### src/design/lpht_pkg.sv
// types, constants and helpers shared by the linear probe hash table unit
package lpht_pkg;

    // table size must stay a power of two: the home slot is the low key bits
    localparam int TABLE_SIZE = 16;
    localparam int IDX_W      = (TABLE_SIZE > 1) ? $clog2(TABLE_SIZE) : 1;
    localparam int KEY_W      = 31;
    localparam int POS_W      = 4;
    localparam int EXT_W      = (IDX_W > POS_W) ? IDX_W : POS_W;

    localparam logic [1:0] OP_INSERT = 2'd0;
    localparam logic [1:0] OP_DELETE = 2'd1;
    localparam logic [1:0] OP_SEARCH = 2'd2;

    localparam logic [1:0] ST_OK      = 2'd0;
    localparam logic [1:0] ST_FULL    = 2'd1;
    localparam logic [1:0] ST_MISSING = 2'd2;

    typedef struct packed {
        logic [1:0]       opcode;
        logic [KEY_W-1:0] key;
    } in_t;

    typedef struct packed {
        logic [1:0]       status;
        logic [POS_W-1:0] position;
    } out_t;

    typedef enum logic [1:0] {
        S_IDLE,
        S_HASH,
        S_PROBE,
        S_RESP
    } state_t;

    // controller to datapath
    typedef struct packed {
        logic load;
        logic hash;
        logic step;
        logic commit;
        logic fail;
    } dp_cmd_t;

    // datapath to controller
    typedef struct packed {
        logic hit;
        logic last;
    } dp_stat_t;

    function automatic logic [POS_W-1:0] to_pos(input logic [IDX_W-1:0] idx);
        logic [EXT_W-1:0] ext;
        ext = EXT_W'(idx);
        return ext[POS_W-1:0];
    endfunction

endpackage

### src/design/lpht_dp.sv
// datapath: slot storage, probe index, probe counter and result register
module lpht_dp (
    input  logic             clk,
    input  logic             rst_n,
    input  lpht_pkg::in_t    cmd,
    input  lpht_pkg::dp_cmd_t ctl,
    output lpht_pkg::dp_stat_t stat,
    output lpht_pkg::out_t   result
);
    import lpht_pkg::*;

    logic [KEY_W-1:0]      slot_key_reg [TABLE_SIZE];
    logic [TABLE_SIZE-1:0] slot_used_reg;
    logic [TABLE_SIZE-1:0] slot_used_next;
    logic [1:0]            op_reg;
    logic [KEY_W-1:0]      key_reg;
    logic [IDX_W-1:0]      idx_reg;
    logic [IDX_W-1:0]      idx_next;
    logic [IDX_W-1:0]      cnt_reg;
    logic [IDX_W-1:0]      cnt_next;
    out_t                  result_reg;
    out_t                  result_next;
    logic                  is_insert;
    logic                  used_here;
    logic                  key_match;

    assign is_insert = (op_reg == OP_INSERT);
    assign used_here = slot_used_reg[idx_reg];
    assign key_match = used_here && (slot_key_reg[idx_reg] == key_reg);

    assign stat.hit  = is_insert ? !used_here : key_match;
    assign stat.last = (cnt_reg == IDX_W'(TABLE_SIZE - 1));

    always_comb
    begin
        idx_next       = idx_reg;
        cnt_next       = cnt_reg;
        slot_used_next = slot_used_reg;
        result_next    = result_reg;
        if (ctl.hash)
        begin
            idx_next = key_reg[IDX_W-1:0];
            cnt_next = '0;
        end
        else if (ctl.step)
        begin
            // forward probe with wrap at the end of the table
            idx_next = (idx_reg == IDX_W'(TABLE_SIZE - 1)) ? '0 : idx_reg + 1'b1;
            cnt_next = cnt_reg + 1'b1;
        end
        if (ctl.commit)
        begin
            if (is_insert)
            begin
                slot_used_next[idx_reg] = 1'b1;
            end
            else if (op_reg == OP_DELETE)
            begin
                slot_used_next[idx_reg] = 1'b0;
            end
            result_next.status   = ST_OK;
            result_next.position = to_pos(idx_reg);
        end
        else if (ctl.fail)
        begin
            result_next.status   = is_insert ? ST_FULL : ST_MISSING;
            result_next.position = '0;
        end
    end

    always_ff @(posedge clk or negedge rst_n)
    begin
        if (!rst_n)
        begin
            slot_used_reg <= '0;
        end
        else
        begin
            slot_used_reg <= slot_used_next;
        end
    end

    always_ff @(posedge clk)
    begin
        if (ctl.load)
        begin
            op_reg  <= cmd.opcode;
            key_reg <= cmd.key;
        end
        if (ctl.commit && is_insert)
        begin
            slot_key_reg[idx_reg] <= key_reg;
        end
        idx_reg    <= idx_next;
        cnt_reg    <= cnt_next;
        result_reg <= result_next;
    end

    assign result = result_reg;

endmodule

### src/design/lpht_ctrl.sv
// controller: sequences hash, probe and response for one transaction
module lpht_ctrl (
    input  logic               clk,
    input  logic               rst_n,
    input  logic               start,
    input  lpht_pkg::dp_stat_t stat,
    output lpht_pkg::dp_cmd_t  ctl,
    output logic               busy,
    output logic               done
);
    import lpht_pkg::*;

    state_t state_reg;
    state_t state_next;

    always_ff @(posedge clk or negedge rst_n)
    begin
        if (!rst_n)
        begin
            state_reg <= S_IDLE;
        end
        else
        begin
            state_reg <= state_next;
        end
    end

    always_comb
    begin
        state_next = state_reg;
        ctl        = '0;
        busy       = 1'b1;
        done       = 1'b0;
        unique case (state_reg)
            S_IDLE:
            begin
                busy = 1'b0;
                if (start)
                begin
                    ctl.load   = 1'b1;
                    state_next = S_HASH;
                end
            end
            S_HASH:
            begin
                ctl.hash   = 1'b1;
                state_next = S_PROBE;
            end
            S_PROBE:
            begin
                priority if (stat.hit)
                begin
                    ctl.commit = 1'b1;
                    state_next = S_RESP;
                end
                else if (stat.last)
                begin
                    ctl.fail   = 1'b1;
                    state_next = S_RESP;
                end
                else
                begin
                    ctl.step = 1'b1;
                end
            end
            S_RESP:
            begin
                done       = 1'b1;
                state_next = S_IDLE;
            end
            default:
            begin
                state_next = S_IDLE;
            end
        endcase
    end

`ifndef ASSERT_OFF
    a_one_finish: assert property (@(posedge clk) disable iff (!rst_n)
        !(ctl.commit && ctl.fail))
        else $error("commit and fail in the same cycle");

    a_finish_then_done: assert property (@(posedge clk) disable iff (!rst_n)
        (ctl.commit || ctl.fail) |=> done)
        else $error("finished probe not followed by result strobe");

    a_done_single: assert property (@(posedge clk) disable iff (!rst_n)
        done |=> !done && !busy)
        else $error("result strobe longer than one cycle");

    a_accept_hash: assert property (@(posedge clk) disable iff (!rst_n)
        (start && !busy) |=> ctl.hash && busy)
        else $error("accepted transaction not hashed next cycle");
`endif

endmodule

### src/design/linear_probe_hash_table_unit.sv
// top level of the linear probe hash table unit
// One transaction at a time: a command is taken when start is high and busy
// is low, and its result appears on result with done high for exactly one
// cycle; the receiver cannot stall, so it must capture result whenever done
// is high. After a command is taken, the controller hashes the key, then
// the probe loop reads one slot per cycle over 1 to 16 slots, and then the
// result is registered and shown. Insert stops at the first free slot,
// delete and search at the first matching key, else after all 16 slots.
// busy is low again in the cycle after done. Reset empties the table at
// once, with no clearing pass.
module linear_probe_hash_table_unit (
    input  logic           clk,
    input  logic           rst_n,
    input  logic           start,
    output logic           busy,
    input  lpht_pkg::in_t  cmd,
    output logic           done,
    output lpht_pkg::out_t result
);
    import lpht_pkg::*;

    dp_cmd_t  ctl;
    dp_stat_t stat;

    lpht_ctrl u_ctrl (
        .clk   (clk),
        .rst_n (rst_n),
        .start (start),
        .stat  (stat),
        .ctl   (ctl),
        .busy  (busy),
        .done  (done)
    );

    lpht_dp u_dp (
        .clk    (clk),
        .rst_n  (rst_n),
        .cmd    (cmd),
        .ctl    (ctl),
        .stat   (stat),
        .result (result)
    );

endmodule

### config.mk
export PLATFORM = sky130hd
export DESIGN_NAME = linear_probe_hash_table_unit
export DESIGN_NICKNAME = d
export VERILOG_FILES = /design/src/design/lpht_pkg.sv /design/src/design/lpht_dp.sv /design/src/design/lpht_ctrl.sv /design/src/design/linear_probe_hash_table_unit.sv
export SDC_FILE = /design/constraint.sdc
export NUM_CORES = 1
export LEC_CHECK = 0
export ABC_CLOCK_PERIOD_IN_PS = 7000
export CAP_MARGIN = 0
export CORE_ASPECT_RATIO = 1.2
export CORE_MARGIN = 4
export CORE_UTILIZATION = 55
export DETAILED_ROUTE_END_ITERATION = 10
export DONT_BUFFER_PORTS = 1
export PLACE_DENSITY = 0.76
export RECOVER_POWER = 25
export SETUP_SLACK_MARGIN = 0.3
export SLEW_MARGIN = 20
export SYNTH_ARGS = -nofsm -noshare
export SYNTH_HDL_FRONTEND = slang
export SYNTH_SLANG_ARGS = --single-unit
### constraint.sdc
create_clock -name clk -period 7 [get_ports clk]
set_clock_uncertainty 0.1 [all_clocks]
set_input_delay 1.05 -clock clk [delete_from_list [all_inputs] [get_ports clk]]
set_output_delay 1.05 -clock clk [all_outputs]
set_load 0.01 [all_outputs]
==> summary.md, run 1 <==
| Metric | Value |
|---|---|
| Outcome | `finished clean` |
| Slowest stage cell on the critical path | `and4_2` |
| Synthesized cell area | `around 23000 um2` |
| CP cell instances | `buf_4 > clkinv_1 > mux2i_1 > mux2i_1 > xnor2_1 > o211ai_1 > or4_1 > nor4_4 > buf_4 > or2_2 > and4_2 > buf_4` |
| Critical path type | `flip-flop to flip-flop` |
| Final setup viols | `0` |
| Synthesized area per cell | `19.4 um2` |
| Req. time, crit path | `roughly 7.2 ns` |
| Total track usage | `approximately 23%` |
| Wire per inst | `between 20 and 30 um` |
| DRC | `0` |
| Mapped Cells | `~1200` |
| Commonest non-fill, non-tap cell in the layout | `edfxtp_1` |
| Initial antenna violation count | `1` |
| Worst rel slew slack | `approximately 37%` |
| Worst-path clk slew | `roughly 0.060 ns` |
| Max-cap violations | `0` |
| Vias per cell | `approximately 6.4` |
| Critical Path Source Type | `flip-flop` |
| Router iterations before antenna repair | `5` |
| TritonCTS buffer count | `between 50 and 60` |
| Worst EP arrival | `approximately 5.8 ns` |
| Fillers | `2726` |
| Vias | `~11000` |
| RSZ-0062 raised after global routing | `false` |
| CP Capture Type | `flip-flop` |
| GRT overflow | `0` |
| CP dominant cell by count | `buf_4` |
| Hold Crit Class | `input pin to async pin` |
| Die Ht | `about 230 um` |
| Design area | `between 20000 and 25000 um2` |
| Leakage | `roughly 8.1 nW` |
| Final wirelength | `49600 um` |
| Post-CTS resize count | `0` |
| Dpl hpwl | `roughly 27000 um` |
| Pwr/cell area | `~380 nW/um2` |
| Routed Antenna Nets | `0` |
| Placed cells | `between 1500 and 2000` |
| Placed Area | `about 23000 um2` |
| # diodes | `0` |
| Most frequent cells in the layout | `edfxtp_1 (537), mux4_2 (102), mux2i_1 (83), clkbuf_16 (53), xnor2_1 (31)` |
| Layout Nets | `1234` |
| # IOs | `44` |
| Cell variety after synth | `between 60 and 70` |
| Die width | `just under 200 um` |
| Initial Utilization | `55.5%` |
| EDFF count, synth | `537` |
| Warnings from Yosys | `0` |
| CTS Sinks | `565` |
| Layout cells sized above 1 | `between 10% and 20%` |
| GPL Wtd Cong | `between 0.8 and 0.9` |
| Syn Nets | `1206` |
| Slew Viols, Final | `0` |
| Reg2reg path depth | `12` |
| Worst vdd ir | `0.337 mV` |
| CTS tree | `yes` |
| Reg2reg end | `u_dp.slot_key_reg[12][10]$_DFFE_PP_` |
| Non-Filler Instances | `between 1500 and 2000` |
| Register area share after synthesis | `approximately 74%` |
| First-pass GRT wire length | `about 75000 um` |
| # rows | `a little over 80` |
| Max reg flops | `between 400 and 500` |
| Number of global-route vias before repair | `roughly 12000` |
| Initial DRC Count | `approximately 1400` |
| Top_reg_cell synth | `edfxtp_1` |
| Util after Layout | `around three fifths` |
| Final Hold Fails | `0` |
| Worst slew pin tran | `0.939 ns` |
| Die footprint | `about 44000 um2` |
| CTS Buffer Depth | `3` |
| Crit path max fanout | `34` |
| R2r setup slk | `1.42 ns` |
| Core area | `approximately 41000 um2` |
| CP Capture Point | `u_dp.slot_key_reg[12][10]$_DFFE_PP_` |
| Largest net degree at the start of global routing | `65` |
| Clock latency on the worst-skew pair | `between 0.5 and 0.6 ns` |
| FMAX | `approximately 0.18 GHz` |
| Slowest cell delay on critical path | `0.72 ns` |
| Fin crit share | `between 70 and 80%` |
| Port bufs | `0` |
| Hold buffers post-CTS | `0` |
| # Post-CTS Setup Buffers | `0` |
| Final TNS setup | `0 ns` |
| Minimum clock period | `roughly 5.6 ns` |
| Layout area overhead | `10.3%` |
| Synth async-reset ratio | `around 3.2%` |
| FF+latch count, synth | `about 570` |
| H-tree depth | `2` |
| Root Buffer | `clkbuf_16` |
## area by class of cell
type                       instances  area, um2  area share, %
timing repair buffer              30        234          0.940
multi-input combinational        522       5530           22.2
clock buffer                      67       1380           5.54
sequential                       565      16800           67.5
tap                              539        674           2.71
inverter                          17       63.8          0.256
clock inverter                    28        205          0.825
## routing by layer
layer	global-route usage, %	vias up	wire length [um]
met5	0	-	0
met2	38.6	579	25900
li1	-	4776	-
met4	5.15	0	1040
met1	31.7	5879	18900
met3	3.43	89	3820
## stage by stage
stage | power, mW | worst slack (ns) | hold WS (ns)
final | 9.53 | 1.42 | 0.0705
after CTS | 9.61 | 1.29 | 0.0495
after floorplan | 6.21 | 1.26 | 0.344
after detailed placement | 6.94 | 1.33 | 0.365
after global routing | 9.94 | 1.04 | 0.0449
after global placement | 6.89 | 1.38 | 0.355
## where the power goes
part	switching (mW)	total [mW]	internal, mW
logic	1.29	2.45	1.17
clock network	1.17	2.66	1.50
registers	0.453	4.41	3.96
total	2.91	9.53	6.63
## cells in the mapped netlist (all sizes together), types with 2 or more instances
library cell,number,share of area [%]
a211oi,4,0.13
a21o,11,0.37
a21oi,15,0.33
a221oi,6,0.23
a22o,3,0.12
a22oi,24,0.80
a31o,4,0.16
a31oi,9,0.25
a41o,2,0.089
and2,8,0.22
and3,13,0.36
and4,3,0.12
buf,42,1.1
clkbuf,14,0.23
dfrtp,18,2.0
dfxtp,10,0.89
edfxtp,537,71
ha,10,0.55
inv,16,0.27
mux2,9,0.52
mux2i,83,3.7
mux4,102,10
nand2,27,0.45
nand2b,2,0.055
nand3,18,0.40
nand4,11,0.31
nor2,29,0.50
nor2b,13,0.36
nor3,11,0.24
nor4,2,0.083
o2111ai,3,0.12
o21ai,28,0.64
o31ai,4,0.13
or3,4,0.11
or4,4,0.13
xnor2,31,1.2
xor2,15,0.58
## kinds of logic (layout without fill, tap and decap cells)
family / Yosys count / after routing / share of synthesized area [%]
AOI/OAI and AO/OA: 122 / 122 / 3.76
xor gates and xnor gates: 46 / 46 / 1.79
adders and majority gates: 10 / 10 / 0.555
DFF: 565 / 565 / 74.4
and+or+nand+nor: 150 / 150 / 3.56
buffers and inverters: 73 / 142 / 1.59
muxes: 194 / 194 / 14.4
## worst max-delay path, delay by kind of cell, from the launching register on
family          cells  cell delay [ns]
buf+inv             4             1.82
simple gates        4             1.77
flops               1             0.66
mux                 2             0.50
xor+xnor            1             0.20
compound gates      1             0.18
## worst min path at each step
stage / from / to / slack (ns) / cells after the start
floorplan: flip-flop / flip-flop / 0.34 / 1
global placement: flip-flop / flip-flop / 0.36 / 1
detailed placement: flip-flop / flip-flop / 0.37 / 1
CTS: rst_n / async pin / 0.05 / 0
global route: rst_n / async pin / 0.04 / 0
finish: rst_n / async pin / 0.07 / 0
No activity file was read; power rests on OpenSTA's default activity.
==> run 2: changes to the inputs <==
--- a/config.mk
+++ b/config.mk
@@ -5,7 +5,8 @@
 export SDC_FILE = /design/constraint.sdc
 export NUM_CORES = 1
 export LEC_CHECK = 0
-export ABC_CLOCK_PERIOD_IN_PS = 7000
+export ABC_AREA = 1
+export ABC_CLOCK_PERIOD_IN_PS = 5800
 export CAP_MARGIN = 0
 export CORE_ASPECT_RATIO = 1.2
 export CORE_MARGIN = 4
==> constraint.sdc (replaced) <==
create_clock -name clk -period 5.8 [get_ports clk]
set_clock_uncertainty 0.1 [all_clocks]
set_input_delay 0.87 -clock clk [delete_from_list [all_inputs] [get_ports clk]]
set_output_delay 0.87 -clock clk [all_outputs]
set_load 0.01 [all_outputs]
==> summary.md, run 2 <==
| Metric | Value |
|---|---|
| Hold Crit Class | `input pin to flip-flop` |
| Leakage | `10.7 nW (+31%)` |
| Cell variety after synth | `30 (-52%)` |
| Critical Path Source Type | `flip-flop` |
| Wire per inst | `19.1 um (-32%)` |
| Syn Nets | `2343 (+94%)` |
| Worst vdd ir | `0.440 mV (+30%)` |
| Initial Utilization | `55.5% (about the same)` |
| Die footprint | `47600 um2 (+7.3%)` |
| First-pass GRT wire length | `86200 um (+15%)` |
| Number of global-route vias before repair | `15968 (+37%)` |
| Initial DRC Count | `1754 (+29%)` |
| Warnings from Yosys | `0 (unchanged)` |
| Hold slack | `0.266 ns (+0.196 ns)` |
| Most frequent cells in the layout | `nand2_1 (801), edfxtp_1 (537), nand3_1 (289), inv_1 (236), nor2_1 (131)` |
| Max-cap violations | `0 (unchanged)` |
| R2r setup slk | `0.86 ns (-0.56 ns)` |
| Initial antenna violation count | `0 (-1)` |
| RSZ-0062 raised after global routing | `false` |
| Final TNS setup | `0 ns (unchanged)` |
| Crit path max fanout | `99 (+190%)` |
| Post-CTS resize count | `0 (unchanged)` |
| FF+latch count, synth | `565 (unchanged)` |
| Routed Antenna Nets | `0 (unchanged)` |
| # rows | `84 (+3.7%)` |
| Die width | `200 um (+3.6%)` |
| Vias per cell | `5.60 (-13%)` |
| GPL Wtd Cong | `0.826 (-5.9%)` |
| Layout Nets | `2322 (+88%)` |
| CTS tree | `yes` |
| Mapped Cells | `2297 (+98%)` |
| TritonCTS buffer count | `55 (+5.8%)` |
| GRT overflow | `0 (unchanged)` |
| Core area | `43700 um2 (+7.6%)` |
| Most instantiated cells after synthesis | `nand2_1 (801), edfxtp_1 (537), nand3_1 (289)` |
| Total track usage | `23.1% (+0.36 points)` |
| Critical path type | `flip-flop to flip-flop` |
| # IOs | `44 (unchanged)` |
| Design area | `26300 um2 (+5.9%)` |
| CP Capture Type | `flip-flop` |
| Final wirelength | `54900 um (+11%)` |
| Top-area cell type share of the netlist area | `66.5% (-5.0 points)` |
| Minimum clock period | `4.94 ns (-0.643 ns)` |
| Main area contributors after synthesis | `edfxtp_1 (66%), nand2_1 (12%), nand3_1 (6.0%)` |
| Pwr/cell area | `466 nW/um2 (+22%)` |
| Top_reg_cell synth | `edfxtp_1` |
| Worst-path clk slew | `0.06 ns (about the same)` |
| CTS Buffer Depth | `3 (unchanged)` |
| Max reg flops | `496 (unchanged)` |
| Req. time, crit path | `5.90 ns (-1.27 ns)` |
| EDFF count, synth | `537 (unchanged)` |
| Dpl hpwl | `28900 um (+5.2%)` |
| Root Buffer | `clkbuf_16` |
| DRC | `0 (unchanged)` |
| Router iterations before antenna repair | `5 (unchanged)` |
| Xor and xnor area share after synthesis | `0.144% (-1.6 points)` |
| Final Hold Fails | `0 (unchanged)` |
| Share of synthesized area spent on multiplexers | `0% (-14 points)` |
| Register area share after synthesis | `69.1% (-5.2 points)` |
| Top-count cell post-synth | `nand2_1` |
| Util after Layout | `60.3% (-0.96 points)` |
| Largest net degree at the start of global routing | `101 (+55%)` |
| Worst EP arrival | `5.04 ns (-0.71 ns)` |
| Die Ht | `238 um (+3.6%)` |
| CTS Sinks | `565 (unchanged)` |
| Final setup viols | `0 (unchanged)` |
| Synth async-reset ratio | `3.19% (unchanged)` |
| Outcome | `finished clean` |
| Adder-Cell Fraction of Synth Area | `0.516% (-0.039 points)` |
| Fillers | `3353 (+23%)` |
| Main combinational cell family by area after synthesis | `simple AND/OR/NAND/NOR gates` |
| Slew Viols, Final | `0 (unchanged)` |
| Synth area leader | `edfxtp_1` |
| Compound-Gate Fraction of Synth Area | `2.17% (-1.6 points)` |
| Fin crit share | `85.1% (+5.4 points)` |
| # diodes | `0 (unchanged)` |
| Layout area overhead | `8.58%` |
| Worst slew pin tran | `1.09 ns (+0.149 ns)` |
| Layout cells sized above 1 | `5.78% (-13 points)` |
| FMAX | `0.203 GHz (+13%)` |
| Vias | `16106 (+42%)` |
| Port bufs | `0 (unchanged)` |
| Worst rel slew slack | `27.5% (-9.9 points)` |
| Synthesized cell area | `24300 um2 (+7.6%)` |
| Placed Area | `24700 um2 (+5.8%)` |
| Post-Synth Simple-Gate Area | `21.4% (+18 points)` |
| Clock latency on the worst-skew pair | `0.60 ns (+0.03 ns)` |
| Commonest non-fill, non-tap cell in the layout | `nand2_1` |
| H-tree depth | `2 (unchanged)` |
| Synthesized area per cell | `10.6 um2 (-46%)` |
-- run 2: layout make-up --
| class | count | area [um2] | area share (%) |
|---|---|---|---|
| well taps | 559 | 699 | 2.65 |
| flip-flops and latches | 565 | 16800 | 63.7 |
| clock buffers | 68 | 1470 | 5.57 |
| clock inverters | 30 | 215 | 0.817 |
| repair buffers | 31 | 319 | 1.21 |
| inverters | 258 | 976 | 3.70 |
| multi-input cells | 1365 | 5880 | 22.3 |
-- run 2: final timing paths --
path	start	to	depth (start not counted)
worst max-delay path	flip-flop	u_dp.slot_key_reg[4][21]$_DFFE_PP_	19
worst min-delay path	cmd[0]	u_dp.key_reg[0]$_DFFE_PP_	0
worst max register to register	flip-flop	u_dp.slot_key_reg[4][21]$_DFFE_PP_	19
worst min register to register	flip-flop	flip-flop	2
max in group asynchronous	rst_n	async pin	1
min in group asynchronous	rst_n	async pin	1
-- run 2: layer usage --
| metal | up-vias | share of wire, % | routed length, um | track usage (%) |
|---|---|---|---|---|
| met1 | 7808 | 40 | 22200 | 30.9 |
| met4 | 0 | 2.9 | 1600 | 8.34 |
| li1 | 7566 | - | - | - |
| met5 | - | 0 | 0 | 0 |
| met2 | 622 | 50 | 27300 | 38.8 |
| met3 | 110 | 6.8 | 3720 | 3.56 |
-- run 2: logic make-up (layout without fill, tap and decap cells) --
kind of cell / after synthesis / in the layout
flip-flops: 565 / 565
adder cells (fa/ha/maj): 10 / 10
AO/OA/AOI/OAI: 92 / 92
AND/OR/NAND/NOR: 1259 / 1259
XOR/XNOR: 4 / 4
buffers and inverters: 367 / 387
-- run 2: worst max-delay path, cell delays in order (launching register included) --
cell     delay (ns)
dfxtp_4        0.38
buf_4          0.80
nor2_1         0.11
nor2_1         0.12
o21ai_0        0.12
nand3_1        0.13
nand3_1        0.12
nand2_1        0.10
nand2_1        0.05
nand2_1        0.13
nand2_1        0.10
nor2_1         0.16
nand2_1        0.15
nor2_1         0.24
nand2_2        0.18
nand2_2        0.32
nand3_1        0.14
inv_2          0.21
nand2_1        0.11
inv_2          0.68
-- run 2: power breakdown --
part	total [mW]	leakage, nW	switching, mW	internal (mW)
logic	3.85	4.71	2.73	1.13
clock network	3.38	0.831	1.46	1.91
registers	5.05	5.17	0.277	4.78
total	12.3	10.7	4.47	7.82
-- run 2: through the flow --
| step | power, mW | cells | worst slack, ns |
|---|---|---|---|
| 2_1_floorplan | 7.97 | 2297 | 2.54 |
| 3_3_place_gp | 8.80 | 2777 | 1.19 |
| 3_5_place_dp | 8.92 | 2777 | 1.09 |
| 4_1_cts | 12.3 | 2876 | 0.997 |
| 5_1_grt | 13.0 | 2876 | 0.592 |
| 6_report | 12.3 | 2876 | 0.864 |
-- run 2: timing repair --
item,CTS,global route
endpoints found under the hold margin,18,0
buffers inserted,0,0
hold buffers,1,0
